<file path="src/rtl/core/u16u8_pkg.sv">
// ----------------------------------------------------------------------------
// u16u8_pkg
// Shared types, constants and byte-building helpers for the UTF-16 to UTF-8
// encoder.
// ----------------------------------------------------------------------------
package u16u8_pkg;

  localparam int unsigned UNIT_W      = 16;
  localparam int unsigned BYTE_W      = 8;
  localparam int unsigned MAX_BYTES   = 6;
  localparam int unsigned CNT_W       = 3;
  localparam int unsigned QUEUE_DEPTH = 2;

  // Top six bits of the two surrogate ranges.
  localparam logic [5:0] HIGH_SURR_TAG = 6'b110110;
  localparam logic [5:0] LOW_SURR_TAG  = 6'b110111;

  localparam logic [7:0]  LEAD1_LIM = 8'h80;
  localparam logic [11:0] LEAD2_LIM = 12'h800;
  localparam logic [7:0]  CONT_TAG  = 8'h80;
  localparam logic [7:0]  LEAD2_TAG = 8'hC0;
  localparam logic [7:0]  LEAD3_TAG = 8'hE0;
  localparam logic [7:0]  LEAD4_TAG = 8'hF0;
  localparam logic [20:0] SUPP_BASE = 21'h10000;

  typedef logic [2:0][BYTE_W-1:0] trio_t;

  // One unit's worth of output bytes; entry 0 goes out first.
  typedef struct packed {
    logic [CNT_W-1:0]                     n_bytes;
    logic                                 last;
    logic [MAX_BYTES-1:0][BYTE_W-1:0]     bytes;
  } job_t;

  function automatic trio_t enc3(input logic [UNIT_W-1:0] v);
    trio_t t;
    t[0] = LEAD3_TAG | {4'h0, v[15:12]};
    t[1] = CONT_TAG  | {2'b00, v[11:6]};
    t[2] = CONT_TAG  | {2'b00, v[5:0]};
    return t;
  endfunction

endpackage

</file>
<file path="src/rtl/core/u16u8_front.sv">
// ----------------------------------------------------------------------------
// u16u8_front
// Classifies each code unit, tracks a held high surrogate and builds the
// list of bytes that the unit completes.
// ----------------------------------------------------------------------------
module u16u8_front (
  input  logic                               clk,
  input  logic                               rst_n,
  input  logic                               take,
  input  logic [u16u8_pkg::UNIT_W-1:0]       code_unit,
  input  logic                               last_unit,
  output logic                               push,
  output u16u8_pkg::job_t                    job
);

  logic       pend_r, pend_nxt;
  logic [9:0] hb_r, hb_nxt;

  logic                   is_low, is_high;
  logic [20:0]            cp;
  u16u8_pkg::trio_t       mb;
  u16u8_pkg::trio_t       held3;
  logic [1:0]             nm;

  always_comb begin
    is_low  = (code_unit[15:10] == u16u8_pkg::LOW_SURR_TAG);
    is_high = (code_unit[15:10] == u16u8_pkg::HIGH_SURR_TAG);
    cp      = {1'b0, hb_r, code_unit[9:0]} + u16u8_pkg::SUPP_BASE;
    held3   = u16u8_pkg::enc3({u16u8_pkg::HIGH_SURR_TAG, hb_r});
    pend_nxt = 1'b0;
    hb_nxt   = '0;
    mb       = '0;
    nm       = 2'd0;
    job.last  = last_unit;
    job.bytes = '0;
    job.n_bytes = '0;

    if (pend_r && is_low) begin
      job.bytes[0] = u16u8_pkg::LEAD4_TAG | {5'h00, cp[20:18]};
      job.bytes[1] = u16u8_pkg::CONT_TAG  | {2'b00, cp[17:12]};
      job.bytes[2] = u16u8_pkg::CONT_TAG  | {2'b00, cp[11:6]};
      job.bytes[3] = u16u8_pkg::CONT_TAG  | {2'b00, cp[5:0]};
      job.n_bytes  = 3'd4;
    end else begin
      if (code_unit < 16'(u16u8_pkg::LEAD1_LIM)) begin
        mb[0] = code_unit[7:0];
        nm    = 2'd1;
      end else if (code_unit < 16'(u16u8_pkg::LEAD2_LIM)) begin
        mb[0] = u16u8_pkg::LEAD2_TAG | {3'b000, code_unit[10:6]};
        mb[1] = u16u8_pkg::CONT_TAG  | {2'b00, code_unit[5:0]};
        nm    = 2'd2;
      end else if (is_high && !last_unit) begin
        pend_nxt = 1'b1;
        hb_nxt   = code_unit[9:0];
      end else begin
        mb = u16u8_pkg::enc3(code_unit);
        nm = 2'd3;
      end

      // A held surrogate without its partner goes out first as three bytes.
      if (pend_r) begin
        job.bytes[2:0] = held3;
        job.bytes[5:3] = mb;
        job.n_bytes    = 3'd3 + {1'b0, nm};
      end else begin
        job.bytes[2:0] = mb;
        job.n_bytes    = {1'b0, nm};
      end
    end
  end

  assign push = take && (job.n_bytes != '0);

  always_ff @(posedge clk) begin
    if (!rst_n) begin
      pend_r <= 1'b0;
      hb_r   <= '0;
    end else if (take) begin
      pend_r <= pend_nxt;
      hb_r   <= hb_nxt;
    end
  end

endmodule

</file>
<file path="src/rtl/core/u16u8_queue.sv">
// ----------------------------------------------------------------------------
// u16u8_queue
// Short register queue of byte jobs between the front and back parts.
// ----------------------------------------------------------------------------
module u16u8_queue #(
  parameter int unsigned DEPTH = u16u8_pkg::QUEUE_DEPTH
) (
  input  logic            clk,
  input  logic            rst_n,
  input  logic            push,
  input  u16u8_pkg::job_t push_job,
  input  logic            pop,
  output logic            full,
  output logic            not_empty,
  output u16u8_pkg::job_t head
);

  localparam int unsigned PTR_W = (DEPTH > 1) ? $clog2(DEPTH) : 1;
  localparam int unsigned CNT_W = $clog2(DEPTH + 1);

  u16u8_pkg::job_t        mem_r [DEPTH];
  logic [PTR_W-1:0]       wr_r, wr_nxt, rd_r, rd_nxt;
  logic [CNT_W-1:0]       cnt_r, cnt_nxt;

  assign full      = (cnt_r == CNT_W'(DEPTH));
  assign not_empty = (cnt_r != '0);
  assign head      = mem_r[rd_r];

  always_comb begin
    wr_nxt  = wr_r;
    rd_nxt  = rd_r;
    cnt_nxt = cnt_r;
    if (push) begin
      wr_nxt = (wr_r == PTR_W'(DEPTH - 1)) ? '0 : wr_r + 1'b1;
    end
    if (pop) begin
      rd_nxt = (rd_r == PTR_W'(DEPTH - 1)) ? '0 : rd_r + 1'b1;
    end
    if (push && !pop) begin
      cnt_nxt = cnt_r + 1'b1;
    end else if (pop && !push) begin
      cnt_nxt = cnt_r - 1'b1;
    end
  end

  always_ff @(posedge clk) begin
    if (!rst_n) begin
      wr_r  <= '0;
      rd_r  <= '0;
      cnt_r <= '0;
    end else begin
      wr_r  <= wr_nxt;
      rd_r  <= rd_nxt;
      cnt_r <= cnt_nxt;
    end
  end

  always_ff @(posedge clk) begin
    if (push) begin
      mem_r[wr_r] <= push_job;
    end
  end

endmodule

</file>
<file path="src/rtl/core/u16u8_back.sv">
// ----------------------------------------------------------------------------
// u16u8_back
// Steps through each byte job and drives one registered output beat per
// cycle while out_ready is high, taking the next job without a gap.
// ----------------------------------------------------------------------------
module u16u8_back (
  input  logic                            clk,
  input  logic                            rst_n,
  input  logic                            job_valid,
  input  u16u8_pkg::job_t                 job_in,
  output logic                            pop,
  output logic                            out_valid,
  input  logic                            out_ready,
  output logic [u16u8_pkg::BYTE_W-1:0]    out_byte,
  output logic                            out_last_of_run,
  output logic                            out_string_end
);

  u16u8_pkg::job_t              job_r;
  logic                         busy_r, busy_nxt;
  logic [u16u8_pkg::CNT_W-1:0]  idx_r, idx_nxt;
  logic                         vld_r, vld_nxt;
  logic [u16u8_pkg::BYTE_W-1:0] byte_r;
  logic                         lor_r, end_r;

  logic                         load_out, emit, fin;
  u16u8_pkg::job_t              src;
  logic [u16u8_pkg::CNT_W-1:0]  src_idx;

  always_comb begin
    load_out = !vld_r || out_ready;
    src      = busy_r ? job_r : job_in;
    src_idx  = busy_r ? idx_r : '0;
    emit     = load_out && (busy_r || job_valid);
    fin      = (src_idx == (src.n_bytes - 1'b1));
    pop      = load_out && !busy_r && job_valid;

    busy_nxt = busy_r;
    idx_nxt  = idx_r;
    vld_nxt  = vld_r;
    if (load_out) begin
      vld_nxt = emit;
    end
    if (emit) begin
      busy_nxt = !fin;
      idx_nxt  = src_idx + 1'b1;
    end
  end

  always_ff @(posedge clk) begin
    if (!rst_n) begin
      busy_r <= 1'b0;
      idx_r  <= '0;
      vld_r  <= 1'b0;
    end else begin
      busy_r <= busy_nxt;
      idx_r  <= idx_nxt;
      vld_r  <= vld_nxt;
    end
  end

  always_ff @(posedge clk) begin
    if (pop) begin
      job_r <= job_in;
    end
    if (emit) begin
      byte_r <= src.bytes[src_idx];
      lor_r  <= fin;
      end_r  <= fin && src.last;
    end
  end

  assign out_valid       = vld_r;
  assign out_byte        = byte_r;
  assign out_last_of_run = lor_r;
  assign out_string_end  = end_r;

endmodule

</file>
<file path="src/rtl/core/utf16_to_utf8_encoder.sv">
// ----------------------------------------------------------------------------
// utf16_to_utf8_encoder
// Converts a stream of UTF-16 code units into a stream of UTF-8 bytes.
// ----------------------------------------------------------------------------
//  Channel | Ports                                         | Direction
//  --------+-----------------------------------------------+----------
//  in      | in_valid, in_ready, in_code_unit, in_last_unit | sink
//  out     | out_valid, out_ready, out_byte,                | source
//          | out_last_of_run, out_string_end               |
//
//  The output gives one byte beat per cycle while out_ready is high. A unit
//  completes 1 to 3 bytes for most text, 4 for a surrogate pair, up to 6
//  when a held surrogate is flushed, and none when it is only held.
//  A unit is accepted in any cycle where the job queue has room; the byte
//  stepper in the back part sets the sustained rate.
//  Reset clears the held surrogate, the queue and the output valid flag.
//  An output stall fills the queue and then holds in_ready low.
// ----------------------------------------------------------------------------
module utf16_to_utf8_encoder #(
  parameter int unsigned QUEUE_DEPTH = u16u8_pkg::QUEUE_DEPTH
) (
  input  logic                             clk,
  input  logic                             rst_n,
  input  logic                             in_valid,
  output logic                             in_ready,
  input  logic [u16u8_pkg::UNIT_W-1:0]     in_code_unit,
  input  logic                             in_last_unit,
  output logic                             out_valid,
  input  logic                             out_ready,
  output logic [u16u8_pkg::BYTE_W-1:0]     out_byte,
  output logic                             out_last_of_run,
  output logic                             out_string_end
);

  logic            take, push, pop, full, not_empty;
  u16u8_pkg::job_t new_job, head_job;

  assign in_ready = !full;
  assign take     = in_valid && in_ready;

  u16u8_front u_front (
    .clk       (clk),
    .rst_n     (rst_n),
    .take      (take),
    .code_unit (in_code_unit),
    .last_unit (in_last_unit),
    .push      (push),
    .job       (new_job)
  );

  u16u8_queue #(
    .DEPTH (QUEUE_DEPTH)
  ) u_queue (
    .clk       (clk),
    .rst_n     (rst_n),
    .push      (push),
    .push_job  (new_job),
    .pop       (pop),
    .full      (full),
    .not_empty (not_empty),
    .head      (head_job)
  );

  u16u8_back u_back (
    .clk             (clk),
    .rst_n           (rst_n),
    .job_valid       (not_empty),
    .job_in          (head_job),
    .pop             (pop),
    .out_valid       (out_valid),
    .out_ready       (out_ready),
    .out_byte        (out_byte),
    .out_last_of_run (out_last_of_run),
    .out_string_end  (out_string_end)
  );

endmodule
</file>
<file path="config.mk">
export PLATFORM = sky130hd
export DESIGN_NAME = utf16_to_utf8_encoder
export DESIGN_NICKNAME = d
export VERILOG_FILES = /design/src/rtl/core/u16u8_pkg.sv /design/src/rtl/core/u16u8_front.sv /design/src/rtl/core/u16u8_queue.sv /design/src/rtl/core/u16u8_back.sv /design/src/rtl/core/utf16_to_utf8_encoder.sv
export SDC_FILE = /design/constraint.sdc
export NUM_CORES = 1
export LEC_CHECK = 0
export BUFFER_PORTS_ARGS = -buffer_cell sky130_fd_sc_hd__buf_2
export CORE_UTILIZATION = 50
export DETAILED_ROUTE_END_ITERATION = 8
export GPL_TIMING_DRIVEN = 0
export PLACE_DENSITY = 0.7
export SLEW_MARGIN = 20
export SYNTH_ARGS = -nofsm -noshare
export SYNTH_HDL_FRONTEND = slang
export SYNTH_SLANG_ARGS = --single-unit
</file>
<file path="constraint.sdc">
create_clock -name clk -period 9.4 [get_ports clk]
set_input_delay 1.41 -clock clk [delete_from_list [all_inputs] [get_ports clk]]
set_output_delay 1.41 -clock clk [all_outputs]
set_load 0.01 [all_outputs]
</file>
==> results.toml, run 1 <==
[sta]
period_minus_slack_ns = 3.517
grt_setup_unrepaired = "no"
slew_violations = 0
hold_violations = 0
post-route-period-util = 0.3741
fmax_mhz = 284.4
skew_ns = 0.005595
relSlewSlack = 0.4201
tightest_slew_ns = 0.8689
setup_tns_ns = 0
timing.final.ws_setup_ns = 5.883
finalSetupViolCount = 0

[power]
p_per_area_nw_per_um2 = 277.1
vdd_drop_max_v = 0.0001485
leakage_nw = 2.944
finalPower_mw = 2.414

[logic_synthesis]
yosysSeqAreaShare = 0.6590
synth-seq-cells = 175
synth_top_area_share = 0.6041
yosys_warnings = 0
synth_flop_cell = "edfxtp_1"
avgSynthCellArea_sq_um = 14.50
yosysMostFrequentCell = "edfxtp_1"
syn-num-nets = 553
netlist_top_cells_area = "edfxtp_1 (60%), mux2_2 (7.1%), dfxtp_1 (5.5%), mux2i_1 (5.1%), a21boi_0 (1.8%)"
netlist_instances = 528
yosys.area.top_type = "edfxtp_1"
synth_area_sq_um = 7655
synth-edff-count = 154
synth_cell_types = 51
synth_commonest_cells = "edfxtp_1 (154), mux2_2 (48), mux2i_1 (39), nand2_1 (24), nand3_1 (22)"
synth_async_sr_flop_share = 0

[setup_path]
crit_end = "u_queue.mem_r[1][42]"
required_ns = 9.45
path_cells = "buf_2, nor4_4, nor4b_2, o31ai_2, and2_4"
cp_num_cells = 5
timing_worst_setup_path_type = "in2reg"
reg2reg_slack_ns = 6.09
crit_start = "in_code_unit[10]"
crit_fanout = 48
crit_slowest_cell = "and2_4"
cp_top_family = "simple AND/OR/NAND/NOR gates"
worstReg2RegEnd = "u_back.out_string_end"
rr_startpoint = "u_back.busy_r"
critPathArrivalTime_ns = 3.57
crit_buf_inv = 1
cp-start-kind = "input port"
slowest_delay_ns = 0.73
cp-end-kind = "register"
worstRegToRegCells = 9

[global_route]
antenna_found_initial = 0
grt_pass1_vias = 4750
grt_start_max_net_pins = 49
grt_pass1_wl_um = 27450
grt.total_usage = 0.2379
grt-ovfl-total = 0

[route]
drt-initial-drc-count = 629
drt-total-wl_um = 17860
firstDrtPassIters = 7
vias_per_cell = 6.108
drc = 0
antenna_left = 0
wl_per_cell_um = 23.02
vias = 4740

[die]
die-height_um = 125.7
dieWidth_um = 125.7
die-area_sq_um = 15810
io_pins = 33
core_sq_um = 14750
rows = 44
initial_core_util = 0.5188

[place]
dp_cells = 744
portBuffers = 29
dp_hpwl_um = 11900
postPlaceCellArea_sq_um = 8110
gp_congestion = 0.9430
post-place-ws_ns = 5.504

[clock_network]
cts.sinks = 175
cts_hold_buf = 0
cts_max_path_buffers = 2
numCtsBuffers = 17
postCtsSetupBuffers = 0
cts_root_buf = "clkbuf_16"
htreeDepth = 4
clk_pin_slew_ns = 0.06
cts_tree = "done"
ctsResizeCount = 0
clock_latency_ns = 0.42

[finish]
drive_gt1_frac = 0.2432
finalInstanceArea_sq_um = 8712
final_cells = 776
antenna_cells = 0
syn_to_final_growth_pct = 13.81
fin_nets = 604

[min_path]
hold_depth = 2
hold_path.class = "reg2reg"

[flow_run]
max_cap_violations = 0

[outcome]
outcome = "finished, final reports clean"
-- worst min-delay path, stage by stage (launching register included) --
cell	delay, ns
dfxtp_1	0.32
nand2_1	0.05
a21boi_0	0.06
-- flip-flops by register name (all words and copies together) (netlist names), named ones only --
signal	count
u_back.idx_r	3
u_queue.rd_r	1
u_front.hb_r	10
u_back.busy_r	1
u_front.pend_r	1
u_queue.cnt_r	2
u_back.out_string_end	1
u_queue.wr_r	1
u_back.out_last_of_run	1
u_back.job_r	48
u_queue.mem_r	96
u_back.out_byte	8
u_back.out_valid	1
-- cell usage in the layout, fill, tap and decap left out, types with 4 or more instances in the layout --
cell and instances:
edfxtp_1 154, mux2_2 48, buf_2 42, mux2i_1 39
nand2_1 24, nand3_1 22, dfxtp_1 21, clkbuf_1 19
a21boi_0 18, nor2_1 17, o21ai_0 17, clkbuf_16 17
nor2b_1 14, and2_1 12, a21oi_1 12, a22oi_1 8
nor3_1 7, xor2_1 7, nand2b_1 5, a31o_2 5
a21o_1 5, o31ai_1 5, o22ai_1 4, a32oi_1 4
ha_1 4, bufinv_16 4, clkinv_2 4
-- power by group --
| part | internal (mW) | leakage, nW | switching, mW | total [mW] |
|---|---|---|---|---|
| combinational | 0.213 | 1.07 | 0.352 | 0.566 |
| clock | 0.441 | 0.297 | 0.281 | 0.722 |
| sequential | 1.08 | 1.58 | 0.0506 | 1.13 |
| total | 1.73 | 2.94 | 0.684 | 2.41 |
-- cell families (layout without fill, tap and decap cells) --
| family | Yosys count | in the layout | share of synthesized area |
|---|---|---|---|
| AND/OR/NAND/NOR | 124 | 124 | 0.09284 |
| XOR/XNOR | 10 | 10 | 0.01144 |
| flip-flops | 175 | 175 | 0.6590 |
| multiplexers | 89 | 89 | 0.1275 |
| buffers and inverters | 37 | 101 | 0.02076 |
| adder cells (fa/ha/maj) | 4 | 4 | 0.006538 |
| AO/OA/AOI/OAI | 89 | 89 | 0.08189 |
-- stage by stage --
step	utilization	hold slack (ns)
floorplan	-	0.4514
global placement	0.5443	0.4588
detailed placement	0.5497	0.4750
CTS	0.5905	0.4832
global route	0.5905	0.4981
finish	0.5905	0.4859
-- metal layers --
layer | global-route usage | vias to the layer above | part of all wire | routed length, um
li1 | - | 2127 | - | -
met2 | 0.3722 | 217 | 0.47 | 8438
met4 | 0.07158 | 0 | 0.021 | 371
met1 | 0.3250 | 2373 | 0.44 | 7785
met5 | 0 | - | 0 | 0
met3 | 0.06669 | 23 | 0.071 | 1264
-- worst min path at each step --
stage                    startpoint         endpoint
detailed placement  u_front.hb_r[5]  u_front.hb_r[5]
finish              u_front.hb_r[5]  u_front.hb_r[5]
CTS                 u_front.hb_r[5]  u_front.hb_r[5]
floorplan              u_queue.wr_r     u_queue.wr_r
global route        u_front.hb_r[5]  u_front.hb_r[5]
global placement       u_queue.wr_r     u_queue.wr_r
-- final cells by class --
type	count	area [sq um]
sequential	175	5045
clock inverter	13	168.9
clock buffer	19	432.9
inverter	4	15.01
timing repair buffer	32	212.7
multi-input combinational	316	2464
tap	184	230.2
buffer	33	143.9
fill	1161	6042
(Power assumes the default switching activity.)
==> run 2, diff against run 1 <==
Settings changed: PLACE_DENSITY 0.7 to 0.72.
Clock period 9.4 ns to 3 ns, I/O delays scaled along.
==> run 2 against run 1 <==
  * Non-clock buffer count shrank 1
  * Critical path depth up 4
  * Sequential power rose to 3.1 times the previous value
  * Clock skew is 0.0086 ns higher
  * Worst setup slack lost 5.7 ns
  * Count of clock-buffer cells in the layout up 2
  * Critical endpoint is now u_back.out_string_end
  * Largest cell class unchanged
  * Largest power group unchanged
  * Highest routed layer unchanged
==> results.toml, run 2 (synthesized netlist as in run 1, its figures left out) <==
[place]
post-place-ws_ns = -0.1898
gp_congestion = 0.9241
portBuffers = 29
dp_cells = 744
dp_hpwl_um = 11740

[finish]
top_regs = "u_queue.mem_r x96, u_back.job_r x48, u_front.hb_r x10"
regMostFlops = "u_queue.mem_r"
final_common_cell = "edfxtp_1"
layout_common_cells = "edfxtp_1 (154), mux2_2 (48), buf_2 (43)"
final_cells = 777
fill_cells = 1190
drive_gt1_frac = 0.2504
largest_register_ff_count = 96
fin_nets = 603
syn_to_final_growth_pct = 13.52

[sta]
tightest_slew_ns = 0.8118
period_minus_slack_ns = 2.776
post-route-period-util = 0.9254
slew_violations = 0
fmax_mhz = 360.2
grt_setup_unrepaired = "no"
hold_violations = 0
skew_ns = 0.01415
relSlewSlack = 0.4582
timing.final.ws_setup_ns = 0.2237
timing.hold.ws_ns = 0.3546
finalSetupViolCount = 0

[global_route]
grt-ovfl-total = 0
grt_start_max_net_pins = 49
grt.total_usage = 0.2337
antenna_found_initial = 2
grt_pass1_vias = 4791
grt_pass1_wl_um = 27010

[clock_network]
cts.sinks = 175
postCtsSetupBuffers = 0
cts_tree = "done"
htreeDepth = 4
cts_root_buf = "clkbuf_16"
cts_max_path_buffers = 2
clock_latency_ns = 0.43
numCtsBuffers = 17
clk_pin_slew_ns = 0.06

[power]
leakage_nw = 2.932
vdd_drop_max_v = 0.0004226
p_per_area_nw_per_um2 = 851.2

[route]
firstDrtPassIters = 7
drt-total-wl_um = 17430
drt-initial-drc-count = 473
wl_per_cell_um = 22.43
vias = 4630
antenna_left = 0
drc = 0
vias_per_cell = 5.959

[die]
initial_core_util = 0.5188
core_sq_um = 14750
die-area_sq_um = 15810
rows = 44
dieWidth_um = 125.7
io_pins = 33
die-height_um = 125.7

[setup_path]
reg2reg_slack_ns = 0.22
slowest_delay_ns = 0.40
crit_slowest_cell = "clkbuf_1"
worstRegToRegCells = 9
cp-end-kind = "register"
cp-start-kind = "register"
required_ns = 3.29
critPathArrivalTime_ns = 3.07
crit_fanout = 10
path_cells = "clkbuf_1, clkbuf_2, buf_2, mux2i_1, ha_1, xor2_1, nand3_1, o22ai_1, o211a_1"
timing_worst_setup_path_type = "reg2reg"
worstReg2RegEnd = "u_back.out_string_end"
rr_startpoint = "u_back.busy_r"

[min_path]
min_from = "in_code_unit[6]"
hold_path.class = "in2reg"
hold_depth = 3
holdPathEnd = "u_front.hb_r[6]"

[outcome]
outcome = "finished, final reports clean"

[flow_run]
max_cap_violations = 0
## run 2: cell count changes in the layout (fill, tap and decap cells not counted), sizes merged
cell,delta
bufinv,-2
clkbuf,+2
clkinvlp,+2
diode,+2
buf,-1
clkinv,-1
inv,-1
## run 2: metal layers
layer / global-route usage / vias up / wire (um)
li1: - / 2129 / -
met1: 0.2969 / 2285 / 7357
met2: 0.3765 / 182 / 8450
met3: 0.06712 / 34 / 1184
met4: 0.09993 / 0 / 434
met5: 0 / - / 0
## run 2: worst max-delay path, delay by kind of cell, from the launching register on
kind | cells | cell delay (ns)
flops | 1 | 0.33
compound gates | 2 | 0.49
fa+ha+maj | 1 | 0.27
buf+inv | 3 | 1.11
xor+xnor | 1 | 0.14
simple gates | 1 | 0.08
mux | 1 | 0.23
## run 2: how the worst max path moves through the flow
stage                       endpoint  depth (start not counted)              from  slack [ns]
6_report       u_back.out_string_end                          9     u_back.busy_r        0.22
5_1_grt        u_back.out_string_end                          9     u_back.busy_r        0.09
4_1_cts        u_back.out_string_end                          9          register         0.1
3_5_place_dp   u_back.out_string_end                          9     u_back.busy_r       -0.19
3_3_place_gp    u_queue.mem_r[0][35]                          5  in_code_unit[10]       -0.42
2_1_floorplan    u_queue.mem_r[0][0]                          5  in_code_unit[10]        0.29
## run 2: layout make-up
class | instances | area [sq um] | area share
well taps | 184 | 230.2 | 0.02649
inverters | 4 | 15.01 | 0.001728
clock inverters | 11 | 117.6 | 0.01353
plain buffers | 32 | 142.6 | 0.01641
repair buffers | 32 | 220.2 | 0.02534
multi-input cells | 316 | 2464 | 0.2835
clock buffers | 21 | 450.4 | 0.05184
diodes | 2 | 5.005 | 0.0005760
flip-flops and latches | 175 | 5045 | 0.5806
## run 2: timing repair
item                                    4_1_cts  5_1_grt
endpoints found under the setup margin        3        1
hold buffers                                  0        0
gates resized for setup                       2        0
hold endpoints to repair                      0        0
## run 2: where the power goes
group	switching, mW	internal, mW	total (mW)
Clock	0.874	1.24	2.12
Combinational	1.08	0.675	1.75
Sequential	0.157	3.37	3.53
## run 2: through the flow
step	power (mW)	TNS [ns]	utilization	instance area (sq um)
floorplan	4.682	0	-	7664
global placement	5.182	-31.01	0.5449	8039
detailed placement	5.330	-0.3904	0.5502	8118
CTS	7.452	0	0.5889	8688
global route	7.718	0	0.5890	8690
finish	7.397	0	0.5890	8690
